## src/rtl/si_pkg.sv

```systemverilog
// Shared constants, widths and beat types for the segment intersection pipeline.
`default_nettype none

package si_pkg;

  localparam int COORD_WIDTH = 16;
  localparam int FRAC_BITS   = 8;
  localparam int OUT_WIDTH   = 24;

  localparam int DIFF_W     = COORD_WIDTH + 1;
  localparam int PROD_W     = 2 * DIFF_W;
  localparam int NUM_W      = PROD_W + 1;
  localparam int DEN_W      = 2 * COORD_WIDTH + 1;
  localparam int QUO_W      = COORD_WIDTH + FRAC_BITS;
  localparam int SUM_W      = (QUO_W + 2 > OUT_WIDTH) ? QUO_W + 2 : OUT_WIDTH;
  localparam int DIV_STAGES = QUO_W;

  localparam logic signed [SUM_W-1:0] OUT_MAX =
    {{(SUM_W - OUT_WIDTH + 1){1'b0}}, {(OUT_WIDTH - 1){1'b1}}};
  localparam logic signed [SUM_W-1:0] OUT_MIN =
    {{(SUM_W - OUT_WIDTH + 1){1'b1}}, {(OUT_WIDTH - 1){1'b0}}};

  typedef logic signed [COORD_WIDTH-1:0] coord_t;

  typedef struct packed {
    coord_t first_start_x;
    coord_t first_start_y;
    coord_t first_end_x;
    coord_t first_end_y;
    coord_t second_start_x;
    coord_t second_start_y;
    coord_t second_end_x;
    coord_t second_end_y;
  } in_item_t;

  typedef struct packed {
    logic                        hit;
    logic signed [OUT_WIDTH-1:0] cross_x;
    logic signed [OUT_WIDTH-1:0] cross_y;
  } out_item_t;

  // one coordinate in the divider: partial remainder, dividend/quotient shifter
  typedef struct packed {
    logic [DEN_W-1:0] rem;
    logic [QUO_W-1:0] qd;
    logic             neg;
    coord_t           base;
  } div_lane_t;

  typedef struct packed {
    logic             hit;
    logic [DEN_W-1:0] den;
    div_lane_t        lane_x;
    div_lane_t        lane_y;
  } div_item_t;

endpackage

`default_nettype wire

```

## src/rtl/si_div_step.sv

```systemverilog
// One restoring division step for both coordinates, one quotient bit per stage.
`default_nettype none

module si_div_step (
  input  wire logic               clk,
  input  wire logic               rst_n,
  input  wire logic               up_valid,
  output logic                    up_ready,
  input  wire si_pkg::div_item_t  up_item,
  output logic                    dn_valid,
  input  wire logic               dn_ready,
  output si_pkg::div_item_t       dn_item
);

  function automatic si_pkg::div_lane_t lane_step(input si_pkg::div_lane_t l,
                                                  input logic [si_pkg::DEN_W-1:0] den);
    logic [si_pkg::DEN_W:0] acc;
    logic [si_pkg::DEN_W:0] sub;
    logic                   take;
    si_pkg::div_lane_t      o;
    acc   = {l.rem, l.qd[si_pkg::QUO_W-1]};
    sub   = acc - {1'b0, den};
    take  = (acc >= {1'b0, den});
    o     = l;
    o.rem = take ? sub[si_pkg::DEN_W-1:0] : acc[si_pkg::DEN_W-1:0];
    o.qd  = {l.qd[si_pkg::QUO_W-2:0], take};
    return o;
  endfunction

  logic              v_r;
  logic              en;
  si_pkg::div_item_t item_r, item_nxt;

  assign en       = !v_r || dn_ready;
  assign up_ready = en;
  assign dn_valid = v_r;
  assign dn_item  = item_r;

  always_comb begin
    item_nxt        = up_item;
    item_nxt.lane_x = lane_step(up_item.lane_x, up_item.den);
    item_nxt.lane_y = lane_step(up_item.lane_y, up_item.den);
  end

  always_ff @(posedge clk) begin
    if (!rst_n) begin
      v_r <= 1'b0;
    end else if (en) begin
      v_r <= up_valid;
    end
  end

  always_ff @(posedge clk) begin
    if (en) item_r <= item_nxt;
  end

endmodule

`default_nettype wire

```

## config.mk

```make
export PLATFORM = sky130hd
export DESIGN_NAME = si_div_step
export DESIGN_NICKNAME = d
export VERILOG_FILES = /design/src/rtl/si_pkg.sv /design/src/rtl/si_div_step.sv
export SDC_FILE = /design/constraint.sdc
export NUM_CORES = 1
export LEC_CHECK = 0
export ABC_AREA = 1
export BUFFER_PORTS_ARGS = -buffer_cell sky130_fd_sc_hd__buf_2
export CORE_MARGIN = 4
export CORE_UTILIZATION = 53
export DETAILED_ROUTE_END_ITERATION = 8
export GPL_TIMING_DRIVEN = 0
export PLACE_DENSITY = 0.82
export SYNTH_ARGS = -nofsm -noshare
export SYNTH_HDL_FRONTEND = slang
export SYNTH_SLANG_ARGS = --single-unit
```

## constraint.sdc

```tcl
create_clock -name clk -period 7.2 [get_ports clk]
set_input_delay 1.44 -clock clk [delete_from_list [all_inputs] [get_ports clk]]
set_output_delay 1.44 -clock clk [all_outputs]
set_load 0.1 [all_outputs]
```

==> metrics.md <==
| Metric | Value |
|---|---|
| Status | `complete, no violations` |
| Drt pass-1 iters | `5` |
| Initial DRC Count | `~860` |
| Final period util | `55.6%` |
| Routed vias | `11100` |
| Vias in the first global route | `10600` |
| Post-Syn Area | `approximately 0.012 sq mm` |
| Share of post-route cells with drive strength above 1 | `25.7%` |
| Min Tclk post-route | `about 4000 ps` |
| Worst-margin pin slew | `621 ps` |
| Final setup TNS | `0 ps` |
| Top cells by area, synth | `edfxtp_1 46%, nand2_1 18%, inv_1 8.7%, ha_1 6.9%, nand3_1 4.4%` |
| Sw Share | `46.9%` |
| Core Box Area | `around 0.022 sq mm` |
| Area taken by multi-input logic gates | `approximately 0.0053 sq mm` |
| Post-detail-place hpwl | `31200 um` |
| Via density | `5.04` |
| Crit path launch type | `primary input` |
| Initial antenna violation count | `7` |
| Clk slew on worst S/H paths | `80 ps` |
| CP Class | `primary input to primary output` |
| Routability cong. | `0.951` |
| Syn Inst Count | `1514` |
| Number of synthesized register bits | `~180` |
| Synth Warn # | `0` |
| FF/Latch Area | `~0.0055 sq mm` |
| Synth top area share | `a little under half` |
| Worst-path fanout max | `between 60 and 70` |
| Die height | `158 um` |
| Sequential fraction of the synthesis area | `45.7%` |
| Comb power frac | `41.7%` |
| Fin cells | `2204` |
| Net Switching | `about 1.9 mW` |
| Top cells by count, synth | `581 x nand2_1, 278 x inv_1, 182 x edfxtp_1` |
| Starting Density | `54.5%` |
| Unique masters post-synth | `33` |
| Mean Syn Cell Area | `7.92 sq um` |
| Setup Skew | `around 12 ps` |
| Clock root cell | `clkbuf_16` |
| Max Slew Vio Count | `0` |
| Max clock buf depth | `2` |
| Post-CTS Resized | `0` |
| Achievable frequency | `250 MHz` |
| Critical path capture point type | `primary output` |
| Top Ports | `370` |
| Max IR drop VDD | `0.000166 V` |
| Max-cap violation count | `0` |
| Leak | `about 8.1 nW` |
| Arrival time at the worst endpoint | `2560 ps` |
| Yosys top cell by area | `edfxtp_1` |
| RSZ-0062 raised after global routing | `false` |
| Layout area overhead | `24.0%` |
| Reg2reg end | `dn_item[159]` |
| Finished Cell Area | `0.0149 sq mm` |
| Die Width | `158 um` |
| Post-synth EDFFs | `182` |
| Largest net degree at the start of global routing | `123` |
| Cts bufs inserted | `17` |
| Place WS | `approximately 3200 ps` |
| Mapped Nets | `about 1800` |
| Required @ worst endpoint | `5760 ps` |
| Int Pwr | `2.10 mW` |
| Total clock sinks | `183` |
| Hold depth | `2` |
| Placed cell areas | `roughly 0.014 sq mm` |
| Worst-Skew Late Latency | `about 430 ps` |
| Port Buf Inserts | `369` |
| Finish-stage setup viols | `0` |
| Async set-reset flop share out of synthesis | `0%` |
| CTS tree | `built` |
| H-tree levels | `4` |
| Core Rows | `54` |
| Post-Route WL | `37900 um` |
| Count leader, synth | `nand2_1` |
| Power density over the cells | `~270 mW/mm^2` |
| Routed Antenna Nets | `0` |
| Class of the worst hold path | `flip-flop to flip-flop` |
| GRT overflow | `0` |
| Final Net Count | `2157` |
| Global Route Usage Sum | `29.1%` |
| Final Hold Fails | `0` |
| Synth Flop Type | `edfxtp_1` |
| Critical hold path startpoint | `dn_valid` |
| Fill count | `1900` |
| Die area | `0.0251 sq mm` |
| Slew HR | `between 50% and 60%` |
| Worst reg2reg path depth | `2` |
| Clock Power Share | `24.3%` |
| Reg-to-Reg Start | `dn_valid` |
| Placed insts | `2164` |
| Drt drc | `0` |
| Setup bufs post-CTS | `0` |
| Global-route wire length before repair | `55400 um` |
| Reg2reg setup slack | `5460 ps` |
| Hold EP | `dn_valid` |
| CTS Hold Bufs | `0` |
| Seq pwr share | `34.0%` |
| Worst setup margin | `roughly 3200 ps` |
| Wirelength per Cell | `17.2 um` |
registers in the layout, summed over array words and instances (netlist names):
name	count
dn_item	182
dn_valid	1
worst max-delay path: stages:
cell and delay, ps:
buf_2 80, inv_1 80, nand2_8 360, buf_2 520
power by group through the flow:
| stage | clock [mW] | sequential, mW | combinational (mW) |
|---|---|---|---|
| after floorplan | 0 | 2.25 | 0.443 |
| after global placement | 0 | 1.37 | 1.62 |
| after detailed placement | 0 | 1.37 | 1.64 |
| after CTS | 0.975 | 1.35 | 1.64 |
| after global routing | 1.02 | 1.36 | 1.74 |
| final | 0.960 | 1.34 | 1.65 |
per-layer routing:
layer,part of all wire (%),vias up,track usage (%)
li1,-,5572,-
met5,0,-,0
met3,6.1,76,3.53
met1,38,5032,33.8
met4,3.6,0,12.3
met2,52,432,53.9
worst max path at each step:
stage | cells after the start | to | startpoint
finish | 4 | up_ready | dn_ready
detailed placement | 4 | up_ready | dn_ready
floorplan | 2 | up_ready | dn_ready
global route | 4 | up_ready | dn_ready
CTS | 4 | up_ready | dn_ready
global placement | 4 | up_ready | dn_ready
metrics by stage:
stage	power, mW	util [%]	hold slack, ps
after floorplan	2.69	-	1540
after global placement	2.99	64.4	1620
after detailed placement	3.01	64.6	993
after CTS	3.96	67.4	1000
after global routing	4.11	67.5	1060
final	3.95	67.5	982
cell families after synthesis:
family,synth area share [%]
simple gates,32.7
buf+inv,10.1
flops,45.7
fa+ha+maj,7.22
compound gates,2.17
xor+xnor,2.04
cell usage in the layout (no fill, tap or decap), types with 3 or more instances in the layout:
cell       instances
inv_1            278
buf_2            381
nand3b_1          21
nand4_1            4
a21oi_1           41
nand2_1          580
nor2_1            77
nand2_2           10
and2_1            11
nor3_1            17
nand3_2           30
clkinv_8           7
nand3_1          106
nor2_4             3
ha_1              66
inv_2              8
or2_2              5
diode_2            8
xor2_1            26
inv_8              3
nor3_2             4
edfxtp_1         182
nor2_2             7
clkbuf_16         17
nand2_8            3
buf_6              4
a21o_1             4
area by class of cell:
cell class,count,share of cell area (%)
flip-flops and latches,183,36.9
multi-input cells,1027,35.7
repair buffers,370,12.6
inverters,286,7.22
clock buffers,17,2.86
well taps,280,2.36
clock inverters,15,1.31
plain buffers,18,0.942
diodes,8,0.135
(Power assumes the default switching activity.)
