### config.mk
export PLATFORM = sky130hd
export DESIGN_NAME = si_back
export DESIGN_NICKNAME = d
export VERILOG_FILES = /design/src/rtl/si_pkg.sv /design/src/rtl/si_back.sv
export SDC_FILE = /design/constraint.sdc
export NUM_CORES = 1
export LEC_CHECK = 0
export BUFFER_PORTS_ARGS = -buffer_cell sky130_fd_sc_hd__buf_2
export CORE_MARGIN = 2
export CORE_UTILIZATION = 47
export DETAILED_ROUTE_END_ITERATION = 16
export PLACE_DENSITY = 0.82
export SLEW_MARGIN = 15
export SYNTH_ARGS = -nofsm -noshare
export SYNTH_HDL_FRONTEND = slang
export SYNTH_SLANG_ARGS = --single-unit
### constraint.sdc
create_clock -name clk -period 5.8 [get_ports clk]
set_input_delay 0.58 -clock clk [delete_from_list [all_inputs] [get_ports clk]]
set_output_delay 0.58 -clock clk [all_outputs]
set_load 0.005 [all_outputs]
### src/rtl/si_pkg.sv
// Shared constants, widths and beat types for the segment intersection pipeline.
`default_nettype none

package si_pkg;

  localparam int COORD_WIDTH = 16;
  localparam int FRAC_BITS   = 8;
  localparam int OUT_WIDTH   = 24;

  localparam int DIFF_W     = COORD_WIDTH + 1;
  localparam int PROD_W     = 2 * DIFF_W;
  localparam int NUM_W      = PROD_W + 1;
  localparam int DEN_W      = 2 * COORD_WIDTH + 1;
  localparam int QUO_W      = COORD_WIDTH + FRAC_BITS;
  localparam int SUM_W      = (QUO_W + 2 > OUT_WIDTH) ? QUO_W + 2 : OUT_WIDTH;
  localparam int DIV_STAGES = QUO_W;

  localparam logic signed [SUM_W-1:0] OUT_MAX =
    {{(SUM_W - OUT_WIDTH + 1){1'b0}}, {(OUT_WIDTH - 1){1'b1}}};
  localparam logic signed [SUM_W-1:0] OUT_MIN =
    {{(SUM_W - OUT_WIDTH + 1){1'b1}}, {(OUT_WIDTH - 1){1'b0}}};

  typedef logic signed [COORD_WIDTH-1:0] coord_t;

  typedef struct packed {
    coord_t first_start_x;
    coord_t first_start_y;
    coord_t first_end_x;
    coord_t first_end_y;
    coord_t second_start_x;
    coord_t second_start_y;
    coord_t second_end_x;
    coord_t second_end_y;
  } in_item_t;

  typedef struct packed {
    logic                        hit;
    logic signed [OUT_WIDTH-1:0] cross_x;
    logic signed [OUT_WIDTH-1:0] cross_y;
  } out_item_t;

  // one coordinate in the divider: partial remainder, dividend/quotient shifter
  typedef struct packed {
    logic [DEN_W-1:0] rem;
    logic [QUO_W-1:0] qd;
    logic             neg;
    coord_t           base;
  } div_lane_t;

  typedef struct packed {
    logic             hit;
    logic [DEN_W-1:0] den;
    div_lane_t        lane_x;
    div_lane_t        lane_y;
  } div_item_t;

endpackage

`default_nettype wire

### src/rtl/si_back.sv
// Output stage: floor sign fix, add start point, saturate, result register.
`default_nettype none

module si_back (
  input  wire logic               clk,
  input  wire logic               rst_n,
  input  wire logic               up_valid,
  output logic                    up_ready,
  input  wire si_pkg::div_item_t  up_item,
  output logic                    out_valid,
  input  wire logic               out_ready,
  output si_pkg::out_item_t       out_data
);

  localparam int QE_W = si_pkg::QUO_W + 1;

  function automatic logic signed [si_pkg::OUT_WIDTH-1:0] lane_point(
      input si_pkg::div_lane_t l);
    logic [QE_W-1:0]                q_ext;
    logic signed [si_pkg::SUM_W-1:0] off;
    logic signed [si_pkg::SUM_W-1:0] base_s;
    logic signed [si_pkg::SUM_W-1:0] sum;
    q_ext = {1'b0, l.qd};
    // negative product: -q, or -q-1 when a remainder is left (floor)
    if (l.neg) q_ext = ~q_ext + QE_W'(l.rem == '0);
    off    = si_pkg::SUM_W'($signed(q_ext));
    base_s = si_pkg::SUM_W'(l.base) <<< si_pkg::FRAC_BITS;
    sum    = base_s + off;
    if (sum > si_pkg::OUT_MAX) sum = si_pkg::OUT_MAX;
    if (sum < si_pkg::OUT_MIN) sum = si_pkg::OUT_MIN;
    return sum[si_pkg::OUT_WIDTH-1:0];
  endfunction

  logic              v_r;
  logic              en;
  si_pkg::out_item_t out_r, out_nxt;

  assign en        = !v_r || out_ready;
  assign up_ready  = en;
  assign out_valid = v_r;
  assign out_data  = out_r;

  always_comb begin
    out_nxt.hit     = up_item.hit;
    out_nxt.cross_x = up_item.hit ? lane_point(up_item.lane_x) : '0;
    out_nxt.cross_y = up_item.hit ? lane_point(up_item.lane_y) : '0;
  end

  always_ff @(posedge clk) begin
    if (!rst_n) begin
      v_r <= 1'b0;
    end else if (en) begin
      v_r <= up_valid;
    end
  end

  always_ff @(posedge clk) begin
    if (en) out_r <= out_nxt;
  end

`ifndef ASSERT_OFF
  a_rem_x: assert property (@(posedge clk) disable iff (!rst_n)
    (up_valid && up_item.hit) |-> (up_item.lane_x.rem < up_item.den))
    else $error("x remainder not below denominator on a hit");
  a_rem_y: assert property (@(posedge clk) disable iff (!rst_n)
    (up_valid && up_item.hit) |-> (up_item.lane_y.rem < up_item.den))
    else $error("y remainder not below denominator on a hit");
  a_den_nz: assert property (@(posedge clk) disable iff (!rst_n)
    (up_valid && up_item.hit) |-> (up_item.den != '0))
    else $error("hit with zero denominator");
`endif

endmodule

`default_nettype wire

==> metrics.txt <==
placed cell count 828; CP Launch Type input port; DRT antenna net count 0; post-place setup slack roughly 270 ps; setup TNS 0 ps; top-area cell type share of the netlist area 0.308; Tot Pwr between 0.001 and 0.0015 W; internal power 0.000957 W; most frequent cell after synthesis xnor2_1; vias in the first global route approximately 4600; Distinct cells, synth 58; CTS Sinks 50; most used cell, CP ha_1; TritonCTS clock tree done; delay-heaviest family, CP simple AND/OR/NAND/NOR gates; post-DP HPWL ~10000 µm; Root Driver clkbuf_8; drt pass-1 iters 5; grt ovf 0; FF+latch count, synth 50; post-route setup slack ~560 ps; Max Transition Viols Final 0; CP Cell Sequence buf_2, nor4_1, nand4_1, nor3_1, ha_1, ha_1, nand2b_1, or2_1, or3_1, nor3_2, nand2_1, o31ai_1, xnor2_1, ha_1, and3_1, a31oi_1, nand2_1, or4_1, o211ai_1, o21ai_1, buf_4, a31o_2; Worst Path Arrival 5270 ps; Reg2Reg Depth 2; worst skew pair latency between 200 and 300 ps; Worst Hold Depth 2; slew of the pin with the lowest slew margin 761 ps; DR vias about 4700; Post-synth ARST share 0; Rows 36; number of antenna violations at the first check in global routing 0; CTS max path bufs 2; GRT Util Overall 0.220; final WL 12400 µm; fill cell count 894; Slowest Stage Delay on Critical Path between 500 and 600 ps; clk_skew 15.1 ps; post-synthesis cell count roughly 510; io pins 237; LEAKAGE 2.67 nW; Clock transition at path regs 80 ps; CP max FO 23; drt wl/cell 14.8 µm; Post-CTS Setup Repair Bufs 0; Synth Flop Type edfxtp_1; Remaining DRCs 0; leading area contributor after synthesis edfxtp_1; First DRT Iteration DRCs 197; Relative slew margins 0.492; Die ar. 11000 µm²; Worst path slowest cell or4_1; Clock power frac 0.164; fin cells 836; Post-synth EDFFs 49; Worst path depth 22; Clock H-tree levels 2; worst vdd ir 0.156 mV; unrepaired setup endpoints after global routing false; Syn Nets ~740; Max Cap Viol 0; pwr dens 239 nW/µm²; Seq/Total Area, Yosys 0.312; ant diodes 0; Combinational Power Share 0.456; Synth warnings 0; final hold violations 0; Via density approximately 5.6; Die Y between 100 and 150 µm; buffers added on ports 203; # setup viols final 0; commonest cells in the netlist 55 x xnor2_1, 49 x edfxtp_1, 40 x ha_1; post-CTS sizing 0; sw power 0.000483 W; crit path buf inv count 2; DIE WIDTH about 100 µm; largest net degree at the start of global routing 31; share of cells above drive strength 1 0.360; status finished clean; nets just over 900; first-pass GRT wire length 20400 µm; Initial Util 0.487; Layout area overhead 25.9%; core area 9820 µm²; Final Critical Period approximately 5200 ps; GP Congestion 0.925; Crit. End Element flop; Critical Path RT 5840 ps; FMAX about 0.19 GHz; CTS buffer count 5; sequential share of power 0.381; Hold Crit Class in2reg; syn_area_per_cell roughly 9.4 µm²; CTS Hold Bufs 0; switching part of the total 0.335; Post-Syn Area between 4000 and 5000 µm²; critical path class in2reg; largest cells by area after synthesis edfxtp_1 31%, ha_1 10%, xnor2_1 10%; Final Cycle Share 0.903
-- worst paths after layout --
path / from / endpoint / slack [ps]
max: up_item[122] / out_data[39] / 560
min reg2reg: out_valid / out_data[34] / 1000
max reg2reg: out_valid / out_data[23] / 4240
min: rst_n / out_valid / 550
-- layout make-up --
class,instances,area (µm²),share of cell area
Clock buffer,6,72.6,0.0120
Tap cell,133,166,0.0276
Inverter,11,41.3,0.00685
Timing Repair Buffer,207,1050,0.174
Clock inverter,2,37.5,0.00623
Sequential cell,50,1490,0.248
Multi-Input combinational cell,427,3170,0.526
-- sequential cells by signal, summed over array words and instances (netlist names) --
signal / flops
out_data: 49
out_valid: 1
-- through the flow --
step           hold WS, ps  cell area, µm²   util
2_1_floorplan          679            4780      -
3_3_place_gp           831            5910  0.602
3_5_place_dp           851            5910  0.602
4_1_cts                545            6020  0.614
5_1_grt                543            6020  0.614
6_report               554            6020  0.614
-- per-layer routing --
layer / share of wire / up-vias / global-route usage
met5: 0 / - / 0
met4: 0.012 / 0 / 0.0295
met3: 0.058 / 14 / 0.0455
met2: 0.49 / 132 / 0.381
met1: 0.44 / 2209 / 0.289
li1: - / 2357 / -
-- power by group through the flow --
stage	logic (W)	clock network (W)	registers, W
global placement	0.000635	0	0.000554
global route	0.000729	0.000259	0.000557
floorplan	0.000400	0	0.000562
CTS	0.000656	0.000244	0.000548
detailed placement	0.000654	0	0.000553
finish	0.000656	0.000236	0.000548
-- cell usage in the layout (no fill, tap or decap), types with 3 or more instances in the layout --
| master | synthesis | layout |
|---|---|---|
| a211o_1 | 3 | 3 |
| a21o_1 | 11 | 11 |
| a21oi_1 | 32 | 32 |
| a31o_2 | 23 | 23 |
| a31oi_1 | 6 | 6 |
| and3_1 | 3 | 3 |
| buf_2 | 7 | 203 |
| buf_4 | 0 | 4 |
| clkbuf_8 | 0 | 5 |
| edfxtp_1 | 49 | 49 |
| ha_1 | 40 | 40 |
| inv_1 | 11 | 11 |
| mux2i_1 | 5 | 5 |
| nand2_1 | 38 | 38 |
| nand2b_1 | 5 | 4 |
| nand3_1 | 4 | 4 |
| nand3b_1 | 3 | 3 |
| nand4_1 | 8 | 8 |
| nor2_1 | 19 | 19 |
| nor2b_1 | 3 | 3 |
| nor3_1 | 3 | 3 |
| nor4_1 | 15 | 15 |
| o211ai_1 | 3 | 3 |
| o21a_1 | 6 | 6 |
| o21ai_0 | 29 | 29 |
| o21ai_1 | 4 | 4 |
| o31ai_1 | 33 | 33 |
| o41ai_1 | 4 | 4 |
| or2_2 | 3 | 3 |
| or3_1 | 13 | 13 |
| or4_1 | 4 | 4 |
| xnor2_1 | 55 | 55 |
| xor2_1 | 19 | 19 |
-- kinds of logic after synthesis --
logic type / share of synthesized area
multiplexers: 0.0105
AND/OR/NAND/NOR: 0.151
flip-flops: 0.312
adder cells (fa/ha/maj): 0.113
XOR/XNOR: 0.135
buffers and inverters: 0.0262
AO/OA/AOI/OAI: 0.252
Power figures use the tool's default switching activity.
